<file path="src/rtl/core/stq_pkg.sv">
package stq_pkg;

  localparam int unsigned DEPTH_DEF  = 16;
  localparam int unsigned TAG_BITS   = 16;
  localparam int unsigned TIME_BITS  = 64;
  localparam int unsigned SECS_BITS  = 31;
  localparam int unsigned RATE_BITS  = 32;
  localparam int unsigned PROD_BITS  = SECS_BITS + RATE_BITS;
  localparam logic [RATE_BITS-1:0] TICK_RATE_RST = 32'd10000000;
  localparam int unsigned QUEUE_DEPTH = 2;

  localparam logic OP_ADD     = 1'b0;
  localparam logic OP_SERVICE = 1'b1;
  localparam logic KIND_FIRED  = 1'b0;
  localparam logic KIND_STATUS = 1'b1;

  typedef struct packed {
    logic                 operation;
    logic [TIME_BITS-1:0] now;
    logic [SECS_BITS-1:0] delay_seconds;
    logic [TAG_BITS-1:0]  timer_tag;
    logic                 has_action;
  } in_item_t;

  typedef struct packed {
    logic                 result_kind;
    logic [TAG_BITS-1:0]  fired_tag;
    logic [TIME_BITS-1:0] compare_time;
    logic                 compare_written;
    logic                 add_rejected;
    logic                 last;
  } out_item_t;

  // key is the expiry for an add and the sampled time for a service
  typedef struct packed {
    logic                 operation;
    logic [TIME_BITS-1:0] key;
    logic [TAG_BITS-1:0]  tag;
    logic                 act;
  } cmd_t;

endpackage

</file>
<file path="src/rtl/core/stq_fifo.sv">
module stq_fifo
  import stq_pkg::*;
#(
  parameter int unsigned WIDTH  = 8,
  parameter int unsigned FDEPTH = QUEUE_DEPTH
) (
  input  logic             clk,
  input  logic             rst_n,
  input  logic             push,
  input  logic [WIDTH-1:0] push_data,
  output logic             full,
  input  logic             pop,
  output logic [WIDTH-1:0] pop_data,
  output logic             empty
);

  localparam int unsigned AW = (FDEPTH > 1) ? $clog2(FDEPTH) : 1;
  localparam int unsigned CW = $clog2(FDEPTH + 1);

  logic [WIDTH-1:0] mem [FDEPTH];
  logic [AW-1:0]    wr_ptr_r, rd_ptr_r;
  logic [CW-1:0]    cnt_r;
  logic             do_push, do_pop;

  assign full    = (cnt_r == CW'(FDEPTH));
  assign empty   = (cnt_r == '0);
  assign do_push = push && !full;
  assign do_pop  = pop && !empty;
  assign pop_data = mem[rd_ptr_r];

  always_ff @(posedge clk) begin
    if (do_push) begin
      mem[wr_ptr_r] <= push_data;
    end
  end

  always_ff @(posedge clk) begin
    if (!rst_n) begin
      wr_ptr_r <= '0;
      rd_ptr_r <= '0;
      cnt_r    <= '0;
    end else begin
      if (do_push) begin
        wr_ptr_r <= (wr_ptr_r == AW'(FDEPTH - 1)) ? '0 : wr_ptr_r + 1'b1;
      end
      if (do_pop) begin
        rd_ptr_r <= (rd_ptr_r == AW'(FDEPTH - 1)) ? '0 : rd_ptr_r + 1'b1;
      end
      if (do_push && !do_pop) begin
        cnt_r <= cnt_r + 1'b1;
      end else if (do_pop && !do_push) begin
        cnt_r <= cnt_r - 1'b1;
      end
    end
  end

endmodule

</file>
<file path="config.mk">
export PLATFORM = sky130hd
export DESIGN_NAME = stq_fifo
export DESIGN_NICKNAME = d
export VERILOG_FILES = /design/src/rtl/core/stq_pkg.sv /design/src/rtl/core/stq_fifo.sv
export SDC_FILE = /design/constraint.sdc
export NUM_CORES = 1
export LEC_CHECK = 0
export BUFFER_PORTS_ARGS = -buffer_cell sky130_fd_sc_hd__buf_2
export CELL_PAD_IN_SITES_DETAIL_PLACEMENT = 1
export CELL_PAD_IN_SITES_GLOBAL_PLACEMENT = 1
export CORE_AREA = 2 2 44 77
export DETAILED_ROUTE_END_ITERATION = 16
export DIE_AREA = 0 0 46 79
export PLACE_DENSITY = 0.64
export SLEW_MARGIN = 0
export SYNTH_ARGS = -nofsm -noshare
export SYNTH_HDL_FRONTEND = slang
export SYNTH_SLANG_ARGS = --single-unit
</file>
<file path="constraint.sdc">
create_clock -name clk -period 2.1 [get_ports clk]
set_input_delay 0.315 -clock clk [delete_from_list [all_inputs] [get_ports clk]]
set_output_delay 0.315 -clock clk [all_outputs]
set_load 0.005 [all_outputs]
</file>
==> impl_results.md <==
* Unique masters post-synth at 20
* Net Count, Synth at 63
* CP max FO at 8
* Share of post-route cells with drive strength above 1 at 45.9%
* Max-Cap Viols at 0
* Post-synthesis async set-or-reset flop share at 0%
* Post-CTS setup buffers at 0
* Clock skew at 0.00250 ns
* H-tree levels at 1
* Prevailing post-synth register cell: edfxtp_1
* DR vias at 467
* Num CTS Buffers at 3
* Post-synth EDFFs at 16
* Row cnt at 27
* Drt drc at 0
* GR Util All Layers at 8.60%
* Die width at 46 µm
* Antenna viol nets, final at 0
* Final setup fails at 0
* Worst Tran Pin Value at 0.703 ns
* Ys Warns at 0
* RSZ-0062 raised after global routing: false
* Die ar. at 3630 µm²
* ANT cells at 0
* DIE HEIGHT at 79 µm
* I/O Buffers at 21
* Drt total wl at 1.41 mm
* Half-perimeter wire length after placement at 1.10 mm
* M3 GR Usage at 1.82%
* Final setup margin at 0.485 ns
* Crit path kind: flop to primary output
* GRT Residual Overflow at 0
* Slew HR at 52.9%
* Mean post-synth cell area at 16.2 µm²
* Critical Path Source Type: flop
* First-pass iteration count of the detailed router at 4
* Final Critical Period at 1.61 ns
* Core area at 3040 µm²
* Vias in the first global route at 520
* Synth Register Bits at 21
* Met2 Usage GRT at 14.9%
* Mapped Cells at 50
* Maximum VDD drop at 0.000371 V
* RD Place Congestion at 0.707
* Max clock buf depth at 2
* Initial antenna violation count at 0
* Crit path DAT at 1.30 ns
* CTS Sinks at 21
* Pre-CTS setup slack at 0.505 ns
* Drt wl/cell at 13.7 µm
* First-pass GRT wire length at 2.17 mm
* Vias/cell at 4.53
* Register area at 581 µm²
* Mapped Area at 810 µm²
* Skew-Pair Late Insertion Delay at 0.25 ns
* Multi-input logic area at 216 µm²
* Total power at 1170 µW
* Status: finished, final reports clean
* Required time of the worst setup path at 1.78 ns
* Clock-pin slew of the registers on the worst-case setup and hold paths at 0.07 ns
* Crit-path cells: mux2_2 -> buf_2
* Clk root buf: clkbuf_8
* CTS tree: yes
* Seq/Total Area, Yosys at 71.7%
* Grt peak-use layer: met2
* CTS resizes at 0
* Largest net degree at the start of global routing at 12
* 1st-iter DRT viols at 7
* Leakage at 0.000387 µW
* Slowest cell on crit path: dfxtp_1
* Met1 global-route usage at 7.81%
* Pwr/cell area at 1180 nW/µm²
* Worst setup EP type: primary output
* Max Freq at 619 MHz
* Min-delay worst type: primary input to flop
* Final Cycle Share at 76.9%
* Final hold viol count at 0
* Fillcell total at 338
* Nets at 88
* Setup tns final at 0 ns
* Final slew viol count at 0
* CTS Hold Buffers Added at 0
* Worst path max stage delay at 0.53 ns
* # IOs at 22
* Initial Util at 26.6%
* Synth-to-layout area growth at 22.4%
[worst paths after layout]
kind	to	cells after the start	slack (ns)	start
worst max register to register	cnt_r[1]	6	0.50	cnt_r[0]
worst min-delay path	mem[1][2]	1	0.25	push_data[2]
worst min register to register	cnt_r[1]	2	0.56	cnt_r[1]
worst max-delay path	pop_data[4]	2	0.49	flop
[registers in the layout, indices dropped and copies added (netlist names), named ones only]
register / count
rd_ptr_r: 1
wr_ptr_r: 1
mem: 16
cnt_r: 2
[kinds of logic (layout without fill, tap and decap cells)]
logic type               Yosys count  after routing  synth area share (%)
multiplexers                       8              8                  11.1
XOR/XNOR                           3              3                  3.25
flip-flops                        21             21                  71.7
AO/OA/AOI/OAI                      5              5                  4.02
adder cells (fa/ha/maj)            1              1                  1.55
AND/OR/NAND/NOR                    9              9                  6.80
buffers and inverters              3             27                  1.54
[cells in the final DEF, fill, tap and decap left out]
cell type,Yosys,routed
a21boi_0,1,1
a21boi_1,1,1
and2_1,3,3
and3_1,1,1
buf_2,1,21
clkbuf_1,0,1
clkbuf_8,0,3
dfxtp_1,5,5
edfxtp_1,16,16
ha_1,1,1
inv_1,1,1
inv_2,1,1
mux2_2,8,8
nand2b_1,1,1
nor2_1,2,2
nor3_2,1,1
o21a_1,1,1
o21ai_0,1,1
o21ai_1,1,1
or3_1,1,1
xnor2_1,2,2
xor2_1,1,1
[metal layers]
metal  share of wire (%)  wire [µm]  vias up
li1                    -          -      228
met1                  39        544      221
met2                  54        758       16
met3                 5.6         79        2
met5                   0          0        -
met4                 2.1         30        0
[cell type report]
cell class / count / area share, %
Multi-Input combinational cell: 26 / 21.8
Clock buffer: 4 / 4.55
Inverter: 2 / 0.758
Tap cell: 29 / 3.66
Sequential cell: 21 / 58.6
Timing Repair Buffer: 21 / 10.6
[report_power, final]
part | switching (µW) | internal [µW] | leakage (µW) | total, µW
Clock | 122 | 135 | 0.0000228 | 257
Sequential | 56.7 | 531 | 0.000191 | 588
Combinational | 148 | 178 | 0.000173 | 326
[stage by stage]
step | utilization (%) | instances | instance area [µm²] | hold slack [ns]
2_1_floorplan | - | 50 | 810 | 0.414
3_3_place_gp | 31.1 | 99 | 946 | 0.496
3_5_place_dp | 31.1 | 99 | 946 | 0.509
4_1_cts | 32.6 | 103 | 991 | 0.246
5_1_grt | 32.6 | 103 | 991 | 0.239
6_report | 32.6 | 103 | 991 | 0.249
[worst max-delay path: cells and delay by family, from the launching register on]
family | cells | cell delay, ns
buffers and inverters | 1 | 0.13
flip-flops | 1 | 0.53
multiplexers | 1 | 0.39
[cell usage after synthesis, drive strengths merged, types with 2 or more instances]
cell type,count,area share [%]
edfxtp,16,59
o21ai,2,1.2
inv,2,0.93
and2,3,2.3
xnor2,2,2.2
a21boi,2,1.9
mux2,8,11
dfxtp,5,12
nor2,2,0.93
Note: power is estimated with default switching activity, not from simulation.
