`src/rtl/core/stq_pkg.sv`:
```
package stq_pkg;

  localparam int unsigned DEPTH_DEF  = 16;
  localparam int unsigned TAG_BITS   = 16;
  localparam int unsigned TIME_BITS  = 64;
  localparam int unsigned SECS_BITS  = 31;
  localparam int unsigned RATE_BITS  = 32;
  localparam int unsigned PROD_BITS  = SECS_BITS + RATE_BITS;
  localparam logic [RATE_BITS-1:0] TICK_RATE_RST = 32'd10000000;
  localparam int unsigned QUEUE_DEPTH = 2;

  localparam logic OP_ADD     = 1'b0;
  localparam logic OP_SERVICE = 1'b1;
  localparam logic KIND_FIRED  = 1'b0;
  localparam logic KIND_STATUS = 1'b1;

  typedef struct packed {
    logic                 operation;
    logic [TIME_BITS-1:0] now;
    logic [SECS_BITS-1:0] delay_seconds;
    logic [TAG_BITS-1:0]  timer_tag;
    logic                 has_action;
  } in_item_t;

  typedef struct packed {
    logic                 result_kind;
    logic [TAG_BITS-1:0]  fired_tag;
    logic [TIME_BITS-1:0] compare_time;
    logic                 compare_written;
    logic                 add_rejected;
    logic                 last;
  } out_item_t;

  // key is the expiry for an add and the sampled time for a service
  typedef struct packed {
    logic                 operation;
    logic [TIME_BITS-1:0] key;
    logic [TAG_BITS-1:0]  tag;
    logic                 act;
  } cmd_t;

endpackage

```
`src/rtl/core/stq_front.sv`:
```
module stq_front
  import stq_pkg::*;
(
  input  logic                 clk,
  input  logic                 rst_n,
  input  logic                 in_push,
  input  in_item_t             in_item,
  output logic                 in_full,
  input  logic                 cfg_valid,
  input  logic [RATE_BITS-1:0] cfg_data,
  output logic                 cmd_push,
  output cmd_t                 cmd,
  input  logic                 cmd_full
);

  logic [RATE_BITS-1:0] rate_r;
  logic                 s1_valid_r;
  logic                 s1_op_r;
  logic [TIME_BITS-1:0] s1_now_r;
  logic [PROD_BITS-1:0] s1_prod_r;
  logic [TAG_BITS-1:0]  s1_tag_r;
  logic                 s1_act_r;
  logic                 take;

  assign in_full  = s1_valid_r && cmd_full;
  assign take     = in_push && !in_full;
  assign cmd_push = s1_valid_r && !cmd_full;

  always_comb begin
    cmd.operation = s1_op_r;
    cmd.key       = (s1_op_r == OP_ADD) ? s1_now_r + TIME_BITS'(s1_prod_r) : s1_now_r;
    cmd.tag       = s1_tag_r;
    cmd.act       = s1_act_r;
  end

  always_ff @(posedge clk) begin
    if (take) begin
      s1_op_r   <= in_item.operation;
      s1_now_r  <= in_item.now;
      s1_prod_r <= PROD_BITS'(in_item.delay_seconds) * PROD_BITS'(rate_r);
      s1_tag_r  <= in_item.timer_tag;
      s1_act_r  <= in_item.has_action;
    end
  end

  always_ff @(posedge clk) begin
    if (!rst_n) begin
      s1_valid_r <= 1'b0;
      rate_r     <= TICK_RATE_RST;
    end else begin
      if (take) begin
        s1_valid_r <= 1'b1;
      end else if (cmd_push) begin
        s1_valid_r <= 1'b0;
      end
      if (cfg_valid) begin
        rate_r <= cfg_data;
      end
    end
  end

endmodule

```
`config.mk`:
```
export PLATFORM = sky130hd
export DESIGN_NAME = stq_front
export DESIGN_NICKNAME = d
export VERILOG_FILES = /design/src/rtl/core/stq_pkg.sv /design/src/rtl/core/stq_front.sv
export SDC_FILE = /design/constraint.sdc
export NUM_CORES = 2
export LEC_CHECK = 0
export BUFFER_PORTS_ARGS = -buffer_cell sky130_fd_sc_hd__buf_2
export CAP_MARGIN = 20
export CORE_MARGIN = 2
export CORE_UTILIZATION = 65
export DETAILED_ROUTE_END_ITERATION = 10
export GPL_TIMING_DRIVEN = 0
export PLACE_DENSITY = 0.84
export SYNTH_ARGS = -nofsm -noshare
export SYNTH_HDL_FRONTEND = slang
export SYNTH_SLANG_ARGS = --single-unit
```
`constraint.sdc`:
```
create_clock -name clk -period 12.1 [get_ports clk]
set_input_delay 2.42 -clock clk [delete_from_list [all_inputs] [get_ports clk]]
set_output_delay 2.42 -clock clk [all_outputs]
set_load 0.01 [all_outputs]
```
==> summary.md <==
• **outcome** complete, no violations
• **clock slew at reported path FFs** 90 ps
• **# rows** 93
• **TritonCTS buffer count** 17
• **Fin. Hold Viols** 0
• **total area of multi-input combinational cells** 33300 sq um
• **Seq/Total Area, Yosys** 11.8%
• **antenna violations before repair** 15
• **first-pass iteration count of the detailed router** 6
• **placed cell areas** 44800 sq um
• **signed area change from the synthesized netlist to the final layout** 7.11%
• **number of synthesized register bits** 178
• **share of synthesized registers carrying an async set or reset** 0%
• **vertical extent of the die** 260 um
• **transition at the pin with the smallest max-transition slack** 1330 ps
• **clock tree buffer depth** 2
• **number of sinks on the clock net** 178
• **Period minus WS final** 11000 ps
• **number of hold-repair buffers added at the cts stage** 0
• **source-to-sink clock delay at the later pin of the worst-skew pair** 520 ps
• **wire length of the first global-routing pass** 223 mm
• **Total Nets Final** 6172
• **clock tree root driver cell** clkbuf_16
• **Post-synth EDFFs** 145
• **total overflow reported by the global router** 0
• **remaining antenna violation count after routing** 0
• **max-capacitance violation count** 0
• **xor-xnor portion of the synthesized cell area** 2.21%
• **most used standard cells in the synthesized netlist** 867 x fa_1, 833 x inv_1, 616 x nand2_1, 559 x and2_1, 319 x ha_1
• **Crit. End Element** flip-flop
• **post-CTS setup repair buffer count** 0
• **number of slew-limit violations in the final report** 0
• **final WL** 154 mm
• **Yosys warning total** 0
• **pre-CTS worst setup slack** 971 ps
• **Critical Path AT** 11250 ps
• **WS Path Type** in -> reg
• **Yosys top cell by area** fa_1
• **routed wire length per instance** 26.8 um
• **count of fill cells added during filler insertion** 5148
• **post-route worst setup slack** 1100 ps
• **DRT iter0 DRCs** 4171
• **period utilization** 90.9%
• **Worst Clk Skew** 34.7 ps
• **DR DRC count** 0
• **portion of synthesized cell area occupied by the leading cell type** 40.9%
• **worst min path class** reg -> reg
• **dominant combinational cell family by area after synthesis** adder cells
• **overall via count from detail_route** 35100
• **RSZ-0062 raised after global routing** no
• **largest net degree at the start of global routing** 39
• **initial core utilization** 65.8%
• **die span in x** 260 um
• **share of synthesized area spent on multiplexers** 0.851%
• **number of I/O port buffers** 232
• **maximum fanout along the worst path** 11
• **synthesized area per cell** 9.28 sq um
• **synth unique cells** 81
• **quantity of gates resized following cts** 0
• **post-synthesis net count** 5915
• **top post-synthesis cells by area** fa_1 41%, edfxtp_1 10%, ha_1 9.4%, and2_1 8.2%, inv_1 7.4%
• **GRT Overall Usage** 46.3%
• **fraction of final layout cells with drive strength greater than 1** 6.54%
• **netlist area before placement** 42500 sq um
• **highest achievable clock rate** 90.9 MHz
• **compound-cell area share of the yosys netlist** 7.76%
• **final cell area excluding filler cells** 45500 sq um
• **number of top-level design ports** 234
• **via count of the first global-routing pass** 35800
• **simple-gate share of the synthesized area** 17.4%
• **number of instances in the synthesized netlist** 4579
• **final setup fails** 0
• **detailed placement HPWL** 126 mm
• **area of the die** 67400 sq um
• **required time of the critical path** 12350 ps
• **area of the core** 64600 sq um
• **final core utilization** 70.5%
• **worst relative slew slack** 11.1%
• **Worst setup SP type** input pin
• **CTS tree** yes
• **Adder-Cell Fraction of Synth Area** 50.3%
• **CTS H-Tree Depth** 4
• **last weighted congestion value of the routability-driven placer** 1.09
• **combined flip-flop and latch cell area** 5010 sq um
• **vias per cell** 6.14
• **most instantiated flip-flop cell in the synthesis netlist** edfxtp_1
• **reg-to-reg setup timing slack** 2890 ps
• **dominant cell by count in the synthesized netlist** fa_1
==> cell families (layout without fill, tap and decap cells) <==
family	after synthesis	count (layout)
AOI/OAI and AO/OA	511	511
muxes	36	36
DFF	178	178
adders and majority gates	1186	1186
and+or+nand+nor	1467	1467
other	0	17
buffers and inverters	1094	1364
xor gates and xnor gates	107	107
==> layer usage <==
| metal | routed length [um] | global-route usage (%) | up-vias |
|---|---|---|---|
| met5 | 13 | 0 | - |
| met3 | 21900 | 17.2 | 623 |
| met1 | 54800 | 57.7 | 17400 |
| li1 | - | - | 14700 |
| met4 | 11700 | 28.1 | 2 |
| met2 | 65100 | 68.8 | 2464 |
==> critical path, cell delays in order <==
cell	delay, ps
buf_2	220
clkbuf_1	1010
and2_1	280
fa_1	470
fa_1	580
inv_1	70
fa_1	490
fa_1	530
inv_1	70
fa_1	570
fa_1	460
fa_1	640
fa_1	520
ha_1	300
clkbuf_1	330
nand4_1	240
inv_1	130
nand3_1	90
a311oi_1	600
o211ai_1	310
a41oi_1	440
o21ai_1	200
o21ai_1	180
xnor2_1	80
==> final cells by class <==
class / instances / area share, %
Antenna cell: 17 / 0.0935
Buffer: 261 / 2.23
Clock buffer: 17 / 0.935
Clock inverter: 15 / 0.443
Inverter: 833 / 6.87
Multi-Input combinational cell: 3307 / 73.3
Sequential cell: 178 / 11.0
Tap cell: 855 / 2.35
Timing Repair Buffer: 238 / 2.80
==> cell usage in the layout, fill, tap and decap left out, types with 9 or more instances in the layout <==
cell type  synthesis  routed
fa_1             867     867
inv_1            833     833
nand2_1          616     616
and2_1           559     559
ha_1             319     319
clkbuf_1         242     242
buf_2              6     238
a21oi_1          160     160
edfxtp_1         145     145
o21ai_0          118     118
nor2_1            96      96
a21o_1            67      67
xnor2_1           67      67
xor2_1            40      40
mux2i_1           35      35
nand4_1           33      33
nor2b_1           34      33
dfxtp_1           33      33
nor3_1            29      29
nand3_1           27      27
o21bai_1          24      24
diode_2            0      17
and3_1            17      17
clkbuf_16          0      17
nand2b_1          14      14
o21ai_1           13      13
a211oi_1          12      12
o21a_1            10      10
o211ai_1           9       9
==> per-stage QoR <==
stage | TNS (ps) | instances | hold slack (ps)
floorplan | 0 | 4579 | 495
global placement | -52250 | 5666 | 520
detailed placement | 0 | 5670 | 555
CTS | 0 | 5702 | 568
global route | 0 | 5707 | 611
finish | 0 | 5721 | 571
==> path summary, 6_finish.rpt <==
kind,cells after the start,start,to
worst max-delay path,24,in_item[25],s1_prod_r[59]
worst min-delay path,2,rate_r[18],rate_r[18]
worst max register to register,23,rate_r[14],s1_prod_r[59]
worst min register to register,2,rate_r[18],rate_r[18]
==> registers in the layout (all words and copies together) (netlist names) <==
name	count
s1_op_r	1
s1_now_r	64
s1_act_r	1
s1_tag_r	16
s1_valid_r	1
rate_r	32
s1_prod_r	63
Power is not shown: default switching activity piles up to over one toggle a cycle in this logic, so the estimate is an artifact.
